[src/hdl/ssq_pkg.sv]
// shared types and constants of the stepper speed sequencer
package ssq_pkg;

  localparam int unsigned SumW       = 20;
  localparam int unsigned DelayW     = 14;
  localparam int unsigned CountW     = 4;
  localparam int unsigned SampleW    = 16;
  localparam int unsigned CoilN      = 4;
  localparam int unsigned PhaseW     = 3;
  localparam int unsigned QuotW      = 7;

  localparam int unsigned SamplesPerAverage = 15;
  localparam int unsigned ScalePerSample    = 600;
  localparam int unsigned MaxQuot           = 100;
  localparam int unsigned RecipShift        = 34;

  localparam logic [DelayW-1:0] IdleDelayReset = DelayW'(10000);

  localparam logic [PhaseW-1:0] PhaseIdle = PhaseW'(0);
  localparam logic [PhaseW-1:0] PhaseLast = PhaseW'(CoilN);

  typedef enum logic {
    ModeSample = 1'b0,
    ModeTick   = 1'b1
  } mode_e;

  typedef struct packed {
    mode_e              mode;
    logic [SampleW-1:0] sample;
  } ssq_in_t;

  typedef struct packed {
    logic [CoilN-1:0]  coils;
    logic              stepped;
    logic [DelayW-1:0] step_delay;
  } ssq_out_t;

  typedef struct packed {
    logic [CoilN-1:0] coils;
    logic             stepped;
  } ssq_motor_t;

endpackage

[src/hdl/ssq_speed.sv]
// sample accumulation and step delay calculation
module ssq_speed #(
  parameter int unsigned SAMPLES_PER_AVERAGE = ssq_pkg::SamplesPerAverage
) (
  input  logic                          clk_i,
  input  logic                          rst_ni,
  input  logic                          sample_en_i,
  input  logic [ssq_pkg::SampleW-1:0]   sample_i,
  input  logic                          cfg_we_i,
  input  logic [ssq_pkg::DelayW-1:0]    cfg_data_i,
  output logic [ssq_pkg::DelayW-1:0]    delay_o,
  output logic [ssq_pkg::DelayW-1:0]    delay_next_o
);

  localparam int unsigned SumW   = ssq_pkg::SumW;
  localparam int unsigned DelayW = ssq_pkg::DelayW;
  localparam int unsigned CountW = ssq_pkg::CountW;
  localparam int unsigned QuotW  = ssq_pkg::QuotW;
  localparam int unsigned Shift  = ssq_pkg::RecipShift;
  localparam int unsigned Div    = ssq_pkg::ScalePerSample * SAMPLES_PER_AVERAGE;
  localparam longint unsigned Recip =
    ((64'd1 << Shift) + longint'(Div) - 64'd1) / longint'(Div);
  localparam int unsigned RecipW = Shift - 9;
  localparam int unsigned ProdW  = SumW + RecipW;

  localparam logic [SumW-1:0]   DivV   = SumW'(Div);
  localparam logic [SumW-1:0]   FullV  = SumW'(Div * ssq_pkg::MaxQuot);
  localparam logic [RecipW-1:0] RecipV = RecipW'(Recip);
  localparam logic [QuotW-1:0]  TopV   = QuotW'(ssq_pkg::MaxQuot - 1);
  localparam logic [CountW-1:0] RunV   = CountW'(SAMPLES_PER_AVERAGE);

  logic [SumW-1:0]   sum_q, sum_d, sum_new, sum_m1;
  logic [CountW-1:0] count_q, count_d, count_inc;
  logic [DelayW-1:0] delay_q, delay_d, calc;
  logic [DelayW-1:0] idle_q;
  logic [ProdW-1:0]  prod;
  logic [QuotW-1:0]  quot;
  logic              run_done;

  assign sum_new   = sum_q + SumW'(sample_i);
  assign sum_m1    = sum_new - SumW'(1);
  assign prod      = ProdW'(sum_m1) * ProdW'(RecipV);
  assign quot      = prod[Shift +: QuotW];
  assign count_inc = count_q + CountW'(1);
  assign run_done  = count_inc >= RunV;

  always_comb begin
    if (sum_new > FullV) begin
      calc = DelayW'(1);
    end else if (sum_new > DivV) begin
      calc = DelayW'(TopV - quot);
    end else begin
      calc = idle_q;
    end
  end

  always_comb begin
    sum_d   = sum_q;
    count_d = count_q;
    delay_d = delay_q;
    if (sample_en_i) begin
      if (run_done) begin
        sum_d   = '0;
        count_d = '0;
        delay_d = calc;
      end else begin
        sum_d   = sum_new;
        count_d = count_inc;
      end
    end
  end

  always_ff @(posedge clk_i or negedge rst_ni) begin
    if (!rst_ni) begin
      sum_q   <= '0;
      count_q <= '0;
      delay_q <= '0;
      idle_q  <= ssq_pkg::IdleDelayReset;
    end else begin
      sum_q   <= sum_d;
      count_q <= count_d;
      delay_q <= delay_d;
      if (cfg_we_i) begin
        idle_q <= cfg_data_i;
      end
    end
  end

  assign delay_o      = delay_q;
  assign delay_next_o = delay_d;

endmodule

[src/hdl/ssq_motor.sv]
// tick counter and wave drive coil sequencer
module ssq_motor (
  input  logic                        clk_i,
  input  logic                        rst_ni,
  input  logic                        tick_en_i,
  input  logic [ssq_pkg::DelayW-1:0]  delay_i,
  output ssq_pkg::ssq_motor_t         status_o
);

  localparam int unsigned DelayW = ssq_pkg::DelayW;
  localparam int unsigned PhaseW = ssq_pkg::PhaseW;
  localparam int unsigned CoilN  = ssq_pkg::CoilN;

  logic [DelayW-1:0] tick_q, tick_d, tick_inc;
  logic [PhaseW-1:0] phase_q, phase_d, phase_m1;
  logic [CoilN-1:0]  coil_q, coil_d;
  logic              step;

  assign tick_inc = tick_q + DelayW'(1);
  assign step     = tick_en_i && (tick_inc >= delay_i);
  assign phase_m1 = phase_q - PhaseW'(1);

  always_comb begin
    tick_d  = tick_q;
    phase_d = phase_q;
    coil_d  = coil_q;
    if (tick_en_i) begin
      tick_d = tick_inc;
    end
    if (step) begin
      tick_d = '0;
      if (phase_q != ssq_pkg::PhaseIdle && phase_q <= ssq_pkg::PhaseLast) begin
        coil_d = CoilN'(1) << phase_m1;
      end
      if (phase_q == ssq_pkg::PhaseLast) begin
        phase_d = PhaseW'(1);
      end else begin
        phase_d = phase_q + PhaseW'(1);
      end
    end
  end

  always_ff @(posedge clk_i or negedge rst_ni) begin
    if (!rst_ni) begin
      tick_q  <= '0;
      phase_q <= ssq_pkg::PhaseIdle;
      coil_q  <= '0;
    end else begin
      tick_q  <= tick_d;
      phase_q <= phase_d;
      coil_q  <= coil_d;
    end
  end

  assign status_o.coils   = coil_d;
  assign status_o.stepped = step;

endmodule

[src/hdl/stepper_speed_sequencer.sv]
// top level of the stepper speed sequencer
// Takes one beat per cycle when the output is not stalled: a beat lands in an
// input register, is applied to the speed and motor state once the output
// can advance, and its result is held in an output register from which it
// is offered. The longest path is the sum update feeding the
// 20 x 25 bit reciprocal multiply that forms the step delay. A stalled output
// holds its result while one more beat waits in the input register.
module stepper_speed_sequencer #(
  parameter int unsigned SAMPLES_PER_AVERAGE = ssq_pkg::SamplesPerAverage
) (
  input  logic                        clk_i,
  input  logic                        rst_ni,
  input  logic                        in_valid_i,
  output logic                        in_stall_o,
  input  ssq_pkg::ssq_in_t            in_data_i,
  output logic                        out_valid_o,
  input  logic                        out_stall_i,
  output ssq_pkg::ssq_out_t           out_data_o,
  input  logic                        cfg_we_i,
  input  logic [ssq_pkg::DelayW-1:0]  cfg_data_i
);

  logic                         in_valid_q, in_valid_d;
  ssq_pkg::ssq_in_t             in_data_q;
  logic                         out_valid_q, out_valid_d;
  ssq_pkg::ssq_out_t            out_data_q, out_data_d;
  logic                         adv, fire, take;
  logic                         sample_en, tick_en;
  logic [ssq_pkg::DelayW-1:0]   delay, delay_next;
  ssq_pkg::ssq_motor_t          motor;

  assign adv        = !out_valid_q || !out_stall_i;
  assign fire       = in_valid_q && adv;
  assign in_stall_o = in_valid_q && !adv;
  assign take       = in_valid_i && !in_stall_o;
  assign sample_en  = fire && (in_data_q.mode == ssq_pkg::ModeSample);
  assign tick_en    = fire && (in_data_q.mode == ssq_pkg::ModeTick);

  ssq_speed #(
    .SAMPLES_PER_AVERAGE (SAMPLES_PER_AVERAGE)
  ) u_speed (
    .clk_i        (clk_i),
    .rst_ni       (rst_ni),
    .sample_en_i  (sample_en),
    .sample_i     (in_data_q.sample),
    .cfg_we_i     (cfg_we_i),
    .cfg_data_i   (cfg_data_i),
    .delay_o      (delay),
    .delay_next_o (delay_next)
  );

  ssq_motor u_motor (
    .clk_i     (clk_i),
    .rst_ni    (rst_ni),
    .tick_en_i (tick_en),
    .delay_i   (delay),
    .status_o  (motor)
  );

  always_comb begin
    out_data_d.coils      = motor.coils;
    out_data_d.stepped    = motor.stepped;
    out_data_d.step_delay = delay_next;
  end

  always_comb begin
    in_valid_d = in_valid_q;
    if (take) begin
      in_valid_d = 1'b1;
    end else if (fire) begin
      in_valid_d = 1'b0;
    end
    out_valid_d = out_valid_q;
    if (fire) begin
      out_valid_d = 1'b1;
    end else if (adv) begin
      out_valid_d = 1'b0;
    end
  end

  always_ff @(posedge clk_i or negedge rst_ni) begin
    if (!rst_ni) begin
      in_valid_q  <= 1'b0;
      out_valid_q <= 1'b0;
    end else begin
      in_valid_q  <= in_valid_d;
      out_valid_q <= out_valid_d;
    end
  end

  always_ff @(posedge clk_i) begin
    if (take) begin
      in_data_q <= in_data_i;
    end
    if (fire) begin
      out_data_q <= out_data_d;
    end
  end

  assign out_valid_o = out_valid_q;
  assign out_data_o  = out_data_q;

  a_coils_onehot: assert property (@(posedge clk_i) disable iff (!rst_ni)
    out_valid_o |-> $onehot0(out_data_o.coils))
    else $error("coil pattern not one-hot");

  a_sample_no_step: assert property (@(posedge clk_i) disable iff (!rst_ni)
    (fire && in_data_q.mode == ssq_pkg::ModeSample) |=> !out_data_q.stepped)
    else $error("sample beat reported a step");

  a_stall_needs_item: assert property (@(posedge clk_i) disable iff (!rst_ni)
    in_stall_o |-> (in_valid_q && out_valid_q))
    else $error("input stalled with room to move");

  a_fire_loads_out: assert property (@(posedge clk_i) disable iff (!rst_ni)
    fire |=> out_valid_q)
    else $error("applied beat produced no result");

endmodule
[config.mk]
export PLATFORM = sky130hd
export DESIGN_NAME = stepper_speed_sequencer
export DESIGN_NICKNAME = d
export VERILOG_FILES = /design/src/hdl/ssq_pkg.sv /design/src/hdl/ssq_speed.sv /design/src/hdl/ssq_motor.sv /design/src/hdl/stepper_speed_sequencer.sv
export SDC_FILE = /design/constraint.sdc
export NUM_CORES = 1
export LEC_CHECK = 0
export CAP_MARGIN = 20
export CORE_MARGIN = 2
export CORE_UTILIZATION = 51
export CTS_CLUSTER_SIZE = 40
export DETAILED_ROUTE_END_ITERATION = 12
export DONT_BUFFER_PORTS = 1
export HOLD_SLACK_MARGIN = 0.1
export PLACE_DENSITY = 0.69
export SYNTH_ARGS = -nofsm -noshare
export SYNTH_HDL_FRONTEND = slang
export SYNTH_SLANG_ARGS = --single-unit
[constraint.sdc]
create_clock -name clk_i -period 8.35 [get_ports clk_i]
set_input_delay 0 -clock clk_i [delete_from_list [all_inputs] [get_ports clk_i]]
set_output_delay 0 -clock clk_i [all_outputs]
set_load 0.02 [all_outputs]
==> impl_results.md, run 1 <==
* Dpl cells at 1833
* I/O pin count at 57
* Highest clock rate at 117 MHz
* Worst-margin pin slew at 0.851 ns
* Area leader, netlist: ha_1
* Fin crit period at 8.55 ns
* Number of detailed-route iterations in the first pass at 5
* Area growth from synthesis to layout at 20.0%
* Final hold violations at 0
* Seq cells post-synth at 111
* Yosys synthesis warning count at 0
* Num Clock Sinks at 111
* Async set-reset flop share out of synthesis at 0.676
* Post-route insts no fill at 1900
* Share of the synthesized area in the top cell type at 0.248
* Via count at 10442
* CTS tree: done
* RSZ-0062 raised after global routing: true
* Synth Flop Type: dfrtp_1
* Instance area after placement at 15200 sq um
* Cells after Synth at 1373
* Initial Util at 0.521
* Critical path's largest stage delay at 0.55 ns
* Clk root buf: clkbuf_16
* Max Transition Viols Final at 0
* Maximum clock path buffer count at 2
* Tot GR Track Use at 0.244
* Vias per inst at 5.50
* Most frequent cells in the layout: 260 x ha_1, 250 x inv_1, 154 x buf_4
* DP Worst Slack at -0.341 ns
* Skew final at 0.0107 ns
* Fin crit share at 1.02
* Clock slew at reported path FFs at 0.09 ns
* Final net count at 1968
* Synth area leaders: ha_1 25%, fa_1 15%, dfrtp_1 13%
* Grt total ovfl at 0
* Critical path required time at 8.46 ns
* CP arrival at 8.66 ns
* Layout cells sized above 1 at 0.198
* 1st-iter DRT viols at 604
* HPWL Detailed at 27.3 mm
* Final ANT Viol Nets at 0
* Top cell by count, worst path: fa_1
* Failing checks: setup timing
* CTS Buf Count at 9
* Crit path launch type: register
* Most common cell after layout, fill and taps aside: ha_1
* WL/cell at 17.3 microns
* GP Congestion at 0.993
* Core footprint at 26100 sq um
* WL final at 32.9 mm
* Slew HR at 0.428
* Final Cell Area at 16300 sq um
* Port bufs at 0
* # diodes at 0
* Layout fillers at 2172
* Clk_lat worst skew at 0.36 ns
* Final WS setup at -0.199 ns
* Initial antenna violation count at 0
* Pin count of the biggest net entering global routing at 76
* Number of synthesized flops with an enable pin at 36
* Die area at 27900 sq um
* Worst min-delay path category: in2async
* Row cnt at 59
* Vias in the first global route at 10952
* Post-route DRC at 0
* Post-synthesis net count at 1781
* Die width at 167 microns
* H-tree levels at 3
* Critical path class: reg2reg
* Critical path capture point type: register
* Die Ht at 167 microns
* First-pass GRT wire length at 54.8 mm
* Setup violators final at 20
* MaxCap Viol Count at 0
* Sequential area share after synthesis at 0.218
* Status: complete, but fails checks
* Crit-path max FO at 8
* Mapped Area at 13600 sq um
* Syn_area_per_cell at 9.88 sq um
* Crit path max-delay cell type: fa_1
* Synth cell types at 95
## final timing paths
| path | start | end | slack [ns] | cells past startpoint |
|---|---|---|---|---|
| max | in_data_q[6] | out_data_o[9] | -0.20 | 34 |
| min | rst_ni | u_speed.idle_q[1] | 0.16 | 2 |
| max reg2reg | in_data_q[6] | out_data_o[9] | -0.20 | 34 |
| min reg2reg | u_speed.sum_q[7] | u_speed.sum_q[7] | 0.49 | 2 |
| max in group asynchronous | rst_ni | u_speed.idle_q[8] | 7.80 | 2 |
| min in group clk_i | out_stall_i | in_stall_o | 0.20 | 2 |
## timing repair
| item | in CTS | in global routing |
|---|---|---|
| hold buffers | 37 | 0 |
| pin swaps | 18 | 21 |
| endpoints found under the hold margin | 108 | 0 |
| setup buffers | 6 | 10 |
| endpoints found under the setup margin | 24 | 28 |
| resized for setup | 30 | 33 |
## layer usage
metal / GRT usage / up-vias / part of all wire
met3: 0.0236 / 37 / 0.034
met2: 0.425 / 194 / 0.49
met1: 0.330 / 5085 / 0.46
met5: 0 / - / 0
li1: - / 5126 / -
met4: 0.0562 / 0 / 0.018
## cells in the mapped netlist (all sizes together) (18+ instances only)
library cell,count
o21ai,67
nor3,23
xnor2,43
a21oi,55
inv,256
fa,103
nand4,18
nand2,88
ha,269
nor2,34
nand3,29
edfxtp,36
dfrtp,70
mux2,20
and3,23
## critical path: cells and delay by family, from the launching register on
kind	cells	cell delay [ns]
compound gates	8	1.88
xor+xnor	1	0.22
fa+ha+maj	9	3.79
buf+inv	8	0.77
flops	1	0.42
simple gates	8	1.21
## cell type report
class	instances	area, sq um	share of cell area
clock buffers	9	225	0.0138
clock inverters	7	81.3	0.00499
inverters	256	961	0.0590
multi-input cells	985	10000	0.614
flip-flops and latches	111	2960	0.182
well taps	335	419	0.0257
repair buffers	197	1630	0.100
## through the flow
step                 util  TNS [ns]  hold WS [ns]
global route        0.625    -11.04         0.203
detailed placement  0.583     -5.28        -0.294
global placement    0.583     -2.45        -0.294
CTS                 0.616     -3.32         0.184
finish              0.625     -1.91         0.162
floorplan               -         0        -0.296
## cell families (layout without fill, tap and decap cells)
group | count (synthesis) | in the layout | synth area share
flops | 111 | 111 | 0.218
buf+inv | 277 | 469 | 0.0777
compound gates | 257 | 257 | 0.135
xor+xnor | 52 | 52 | 0.0374
fa+ha+maj | 372 | 372 | 0.400
mux | 30 | 30 | 0.0242
simple gates | 274 | 274 | 0.107
## registers in the layout, indices dropped and copies added, names as in the netlist
| signal | flops |
|---|---|
| in_data_q | 17 |
| in_valid_q | 1 |
| out_data_o | 19 |
| out_valid_o | 1 |
| u_motor.coil_q | 4 |
| u_motor.phase_q | 3 |
| u_motor.tick_q | 14 |
| u_speed.count_q | 4 |
| u_speed.delay_o | 14 |
| u_speed.idle_q | 14 |
| u_speed.sum_q | 20 |
Power of run 1 is not shown: default switching activity piles up to over one toggle a cycle in this logic, so the estimate is an artifact.
==> run 2: changes to the inputs <==
--- a/config.mk
+++ b/config.mk
@@ -13,6 +13,7 @@
 export DONT_BUFFER_PORTS = 1
 export HOLD_SLACK_MARGIN = 0.1
 export PLACE_DENSITY = 0.69
+export SKIP_CTS_REPAIR_TIMING = 1
 export SYNTH_ARGS = -nofsm -noshare
 export SYNTH_HDL_FRONTEND = slang
 export SYNTH_SLANG_ARGS = --single-unit
==> impl_results.md, run 2 (synthesized netlist as in run 1, its figures left out) <==
* Status: complete, but fails checks (unchanged)
* Failing checks: setup timing (unchanged)
* Final ANT Viol Nets at 0 (unchanged)
* Final Cell Area at 16200 sq um (was 16300 sq um)
* Gr busiest metal: met2 (unchanged)
* CTS Buf Count at 9 (unchanged)
* Crit-path max FO at 4 (was 8)
* CTS tree: done (unchanged)
* Most frequent cells in the layout: 262 x ha_1, 250 x inv_1, 151 x buf_4 (was 260 x ha_1, 250 x inv_1, 154 x buf_4)
* Clk root buf: clkbuf_16 (unchanged)
* Post-route DRC at 0 (unchanged)
* Crit path launch type: register (unchanged)
* Max reg flops at 20 (unchanged)
* CP arrival at 8.80 ns (was 8.66 ns)
* Final hold violations at 0 (unchanged)
* Die width at 167 microns (unchanged)
* Vias per inst at 5.52 (was 5.50)
* H-tree levels at 3 (unchanged)
* Clk_lat worst skew at 0.36 ns (about the same)
* Final Util at 0.621 (was 0.625)
* Via count at 10454 (was 10442)
* WL final at 33.0 mm (was 32.9 mm)
* Grt total ovfl at 0 (unchanged)
* Slew HR at 0.437 (was 0.428)
* Initial antenna violation count at 0 (unchanged)
* Critical path's largest stage delay at 0.56 ns (was 0.55 ns)
* WL/cell at 17.4 microns (was 17.3 microns)
* Crit path max-delay family: adder cells (unchanged)
* Clock slew at reported path FFs at 0.09 ns (about the same)
* Critical path class: reg2reg (unchanged)
* Worst Path Buf+Inv at 5 (was 8)
* Num Clock Sinks at 111 (unchanged)
* GP Congestion at 0.993 (unchanged)
* Skew final at 0.0118 ns (was 0.0107 ns)
* Final WS setup at -0.376 ns (was -0.199 ns)
* Core footprint at 26100 sq um (unchanged)
* Worst min-delay path category: in2async (unchanged)
* Critical path capture point type: register (unchanged)
* Tot GR Track Use at 0.240 (was 0.244)
* Final net count at 1963 (was 1968)
* Most common cell after layout, fill and taps aside: ha_1 (unchanged)
* Grt met2 use at 0.416 (was 0.425)
* Pin count of the biggest net entering global routing at 76 (unchanged)
* I/O pin count at 57 (unchanged)
* Max Transition Viols Final at 0 (unchanged)
* Worst-margin pin slew at 0.838 ns (was 0.851 ns)
* 1st-iter DRT viols at 563 (was 604)
* Vias in the first global route at 10736 (was 10952)
* Die area at 27900 sq um (unchanged)
* HPWL Detailed at 27.3 mm (unchanged)
* Setup violators final at 25 (was 20)
* Layout cells sized above 1 at 0.190 (was 0.198)
* Die Ht at 167 microns (unchanged)
* Area growth from synthesis to layout at 19.2% (was 20.0%)
* Instance area after placement at 15200 sq um (unchanged)
* Largest Register: u_speed.sum_q (unchanged)
* Row cnt at 59 (unchanged)
* Critical path required time at 8.42 ns (was 8.46 ns)
* GR Util met1 at 0.325 (was 0.330)
* Top cell by count, worst path: fa_1 (unchanged)
* First-pass GRT wire length at 53.9 mm (was 54.8 mm)
* # diodes at 0 (unchanged)
* TNS Setup at -5.98 ns (was -1.91 ns)
* GR Layer Usage met3 at 0.0248 (was 0.0236)
* Highest clock rate at 115 MHz (was 117 MHz)
* Layout fillers at 2181 (was 2172)
* RSZ-0062 raised after global routing: true (unchanged)
* Fin crit share at 1.05 (was 1.02)
* Crit path max-delay cell type: fa_1 (unchanged)
* MaxCap Viol Count at 0 (unchanged)
* Initial Util at 0.521 (unchanged)
* Fin crit period at 8.73 ns (was 8.55 ns)
* Port bufs at 0 (unchanged)
* Maximum clock path buffer count at 2 (unchanged)
* Number of detailed-route iterations in the first pass at 5 (unchanged)
-- run 2: path summary, 6_finish.rpt --
path / slack [ns] / endpoint / from / cells after the start
min: 0.17 / u_speed.idle_q[0] / rst_ni / 2
min in group clk_i: 0.21 / in_stall_o / out_stall_i / 2
max: -0.38 / out_data_o[4] / in_data_q[0] / 34
max reg2reg: -0.38 / out_data_o[4] / in_data_q[0] / 34
min reg2reg: 0.49 / u_speed.sum_q[7] / u_speed.sum_q[7] / 2
max in group asynchronous: 7.83 / u_speed.idle_q[8] / rst_ni / 2
-- run 2: final cells by class --
class / instances / area (sq um) / area share
clock buffers: 9 / 225 / 0.0139
clock inverters: 7 / 81.3 / 0.00503
inverters: 256 / 961 / 0.0594
multi-input cells: 985 / 9950 / 0.615
flip-flops and latches: 111 / 2960 / 0.183
well taps: 335 / 419 / 0.0259
repair buffers: 192 / 1580 / 0.0979
-- run 2: per-stage QoR --
step,setup WS [ns],hold slack [ns],std cells
after floorplan,0.0261,-0.296,1373
after global placement,-0.188,-0.294,1833
after detailed placement,-0.341,-0.294,1833
after CTS,-0.347,-0.689,1849
after global routing,-0.674,0.210,1895
final,-0.376,0.167,1895
-- run 2: metal layers --
| layer | vias to the layer above | routed length (microns) |
|---|---|---|
| li1 | 5116 | - |
| met1 | 5121 | 15100 |
| met2 | 185 | 16300 |
| met3 | 32 | 1150 |
| met4 | 0 | 497 |
| met5 | - | 0 |
Power of run 2 is left out for the same reason.
==> run 3: changes to the inputs <==
--- a/config.mk
+++ b/config.mk
@@ -12,7 +12,7 @@
 export DETAILED_ROUTE_END_ITERATION = 12
 export DONT_BUFFER_PORTS = 1
 export HOLD_SLACK_MARGIN = 0.1
-export PLACE_DENSITY = 0.69
+export PLACE_DENSITY = 0.66
 export SKIP_CTS_REPAIR_TIMING = 1
 export SYNTH_ARGS = -nofsm -noshare
 export SYNTH_HDL_FRONTEND = slang
==> constraint.sdc (replaced) <==
create_clock -name clk_i -period 9.3 [get_ports clk_i]
set_input_delay 0 -clock clk_i [delete_from_list [all_inputs] [get_ports clk_i]]
set_output_delay 0 -clock clk_i [all_outputs]
set_load 0.02 [all_outputs]
==> impl_results.md, run 3 (synthesized netlist as in run 1, its figures left out) <==
* Via count at 10135 (was 10454)
* CTS tree: done (unchanged)
* R2r setup slk at 0.36 ns (was -0.38 ns)
* WL final at 31.6 mm (was 33.0 mm)
* Clk_lat worst skew at 0.36 ns (about the same)
* Number of detailed-route iterations in the first pass at 5 (unchanged)
* CTS Buf Count at 9 (unchanged)
* Largest Register: u_speed.sum_q (unchanged)
* Die Ht at 167 microns (unchanged)
* 1st-iter DRT viols at 660 (was 563)
* Pin count of the biggest net entering global routing at 76 (unchanged)
* Critical path's largest stage delay at 0.56 ns (about the same)
* WL/cell at 17.6 microns (was 17.4 microns)
* # diodes at 0 (unchanged)
* Most frequent cells in the layout: 266 x ha_1, 256 x inv_1, 102 x fa_1 (was 262 x ha_1, 250 x inv_1, 151 x buf_4)
* Max reg flops at 20 (unchanged)
* Row cnt at 59 (unchanged)
* Max Transition Viols Final at 0 (unchanged)
* Port bufs at 0 (unchanged)
* Fin crit period at 8.94 ns (was 8.73 ns)
* Worst-margin pin slew at 0.940 ns (was 0.838 ns)
* Worst min-delay path category: in2async (unchanged)
* Vias per inst at 5.66 (was 5.52)
* Levels on crit path at 34 (unchanged)
* Tot GR Track Use at 0.234 (was 0.240)
* Highest clock rate at 112 MHz (was 115 MHz)
* Maximum clock path buffer count at 2 (unchanged)
* Crit path max-delay cell type: fa_1 (unchanged)
* Slew HR at 0.369 (was 0.437)
* First-pass GRT wire length at 53.0 mm (was 53.9 mm)
* MaxCap Viol Count at 0 (unchanged)
* Most common cell after layout, fill and taps aside: ha_1 (unchanged)
* Critical path required time at 9.41 ns (was 8.42 ns)
* Max layer used: met4 (unchanged)
* Reg-to-reg startpoint: in_data_q[6] (was in_data_q[0])
* Vias in the first global route at 10497 (was 10736)
* Critical path capture point type: register (unchanged)
* Routed met2 length at 15.7 mm (was 16.3 mm)
* Critical Path End: out_data_o[8] (was out_data_o[4])
* Final net count at 1859 (was 1963)
* Fin crit share at 0.961 (was 1.05)
* Num Clock Sinks at 111 (unchanged)
* Area growth from synthesis to layout at 11.6% (was 19.2%)
* Die width at 167 microns (unchanged)
* Crit-path max FO at 8 (was 4)
* H-tree levels at 3 (unchanged)
* Met1 WL at 14.1 mm (was 15.1 mm)
* Crit path launch type: register (unchanged)
* Met3 WL post-DR at 1.16 mm (was 1.15 mm)
* Grt total ovfl at 0 (unchanged)
* Status: complete, no violations (was complete, but fails checks)
* TNS Setup at 0 ns (was -5.98 ns)
* Top cell by count, worst path: fa_1 (unchanged)
* Post-route DRC at 0 (unchanged)
* Die area at 27900 sq um (unchanged)
* Worst Path Buf+Inv at 8 (was 5)
* Initial Util at 0.521 (unchanged)
* I/O pin count at 57 (unchanged)
* Initial antenna violation count at 0 (unchanged)
* Clock slew at reported path FFs at 0.09 ns (about the same)
* Final hold violations at 0 (unchanged)
* Skew final at 0.0156 ns (was 0.0118 ns)
* HPWL Detailed at 25.5 mm (was 27.3 mm)
* CP startpoint: in_data_q[6] (was in_data_q[0])
* GP Congestion at 0.952 (was 0.993)
* Reg-to-Reg End: out_data_o[8] (was out_data_o[4])
* CP arrival at 9.05 ns (was 8.80 ns)
* Crit path max-delay family: adder cells (unchanged)
* Final ANT Viol Nets at 0 (unchanged)
* Critical path class: reg2reg (unchanged)
* Worst Reg-to-Reg Cells at 34 (unchanged)
* Layout cells sized above 1 at 0.105 (was 0.190)
* Clk root buf: clkbuf_16 (unchanged)
* Setup violators final at 0 (was 25)
* Core footprint at 26100 sq um (unchanged)
-- run 3: changes by cell type in the layout (fill, tap and decap cells not counted), sizes merged --
cell | before | now
buf | 156 | 52
bufinv | 0 | 1
inv | 259 | 258
-- run 3: worst min path at each step --
stage / to / slack [ns] / cells past startpoint
5_1_grt: in_stall_o / 0.21 / 2
3_3_place_gp: u_speed.idle_q[0] / -0.29 / 0
2_1_floorplan: in_valid_q / -0.30 / 0
4_1_cts: u_speed.idle_q[0] / -0.68 / 0
6_report: u_speed.idle_q[0] / 0.17 / 2
3_5_place_dp: u_speed.idle_q[0] / -0.29 / 0
-- run 3: metrics by stage --
step / hold WS [ns] / area [sq um] / util / worst slack [ns] / std cells
after detailed placement: -0.291 / 14300 / 0.547 / -0.0962 / 1734
final: 0.166 / 15100 / 0.581 / 0.359 / 1791
after global placement: -0.291 / 14300 / 0.547 / 0.156 / 1734
after floorplan: -0.296 / 13600 / - / 0.0611 / 1373
after global routing: 0.213 / 15100 / 0.581 / -0.0623 / 1791
after CTS: -0.684 / 14600 / 0.559 / -0.104 / 1750
-- run 3: final cells by class --
type	instances	area (sq um)
fill	2256	10900
multi-input combinational	985	9710
sequential	111	2960
inverter	256	961
timing repair buffer	88	771
tap	335	419
clock buffer	9	225
clock inverter	7	90.1
-- run 3: layer usage --
layer,GRT usage,vias to the layer above
li1,-,4903
met1,0.311,4974
met2,0.415,218
met3,0.0199,40
met4,0.0581,0
met5,0,-
Power of run 3 is left out for the same reason.
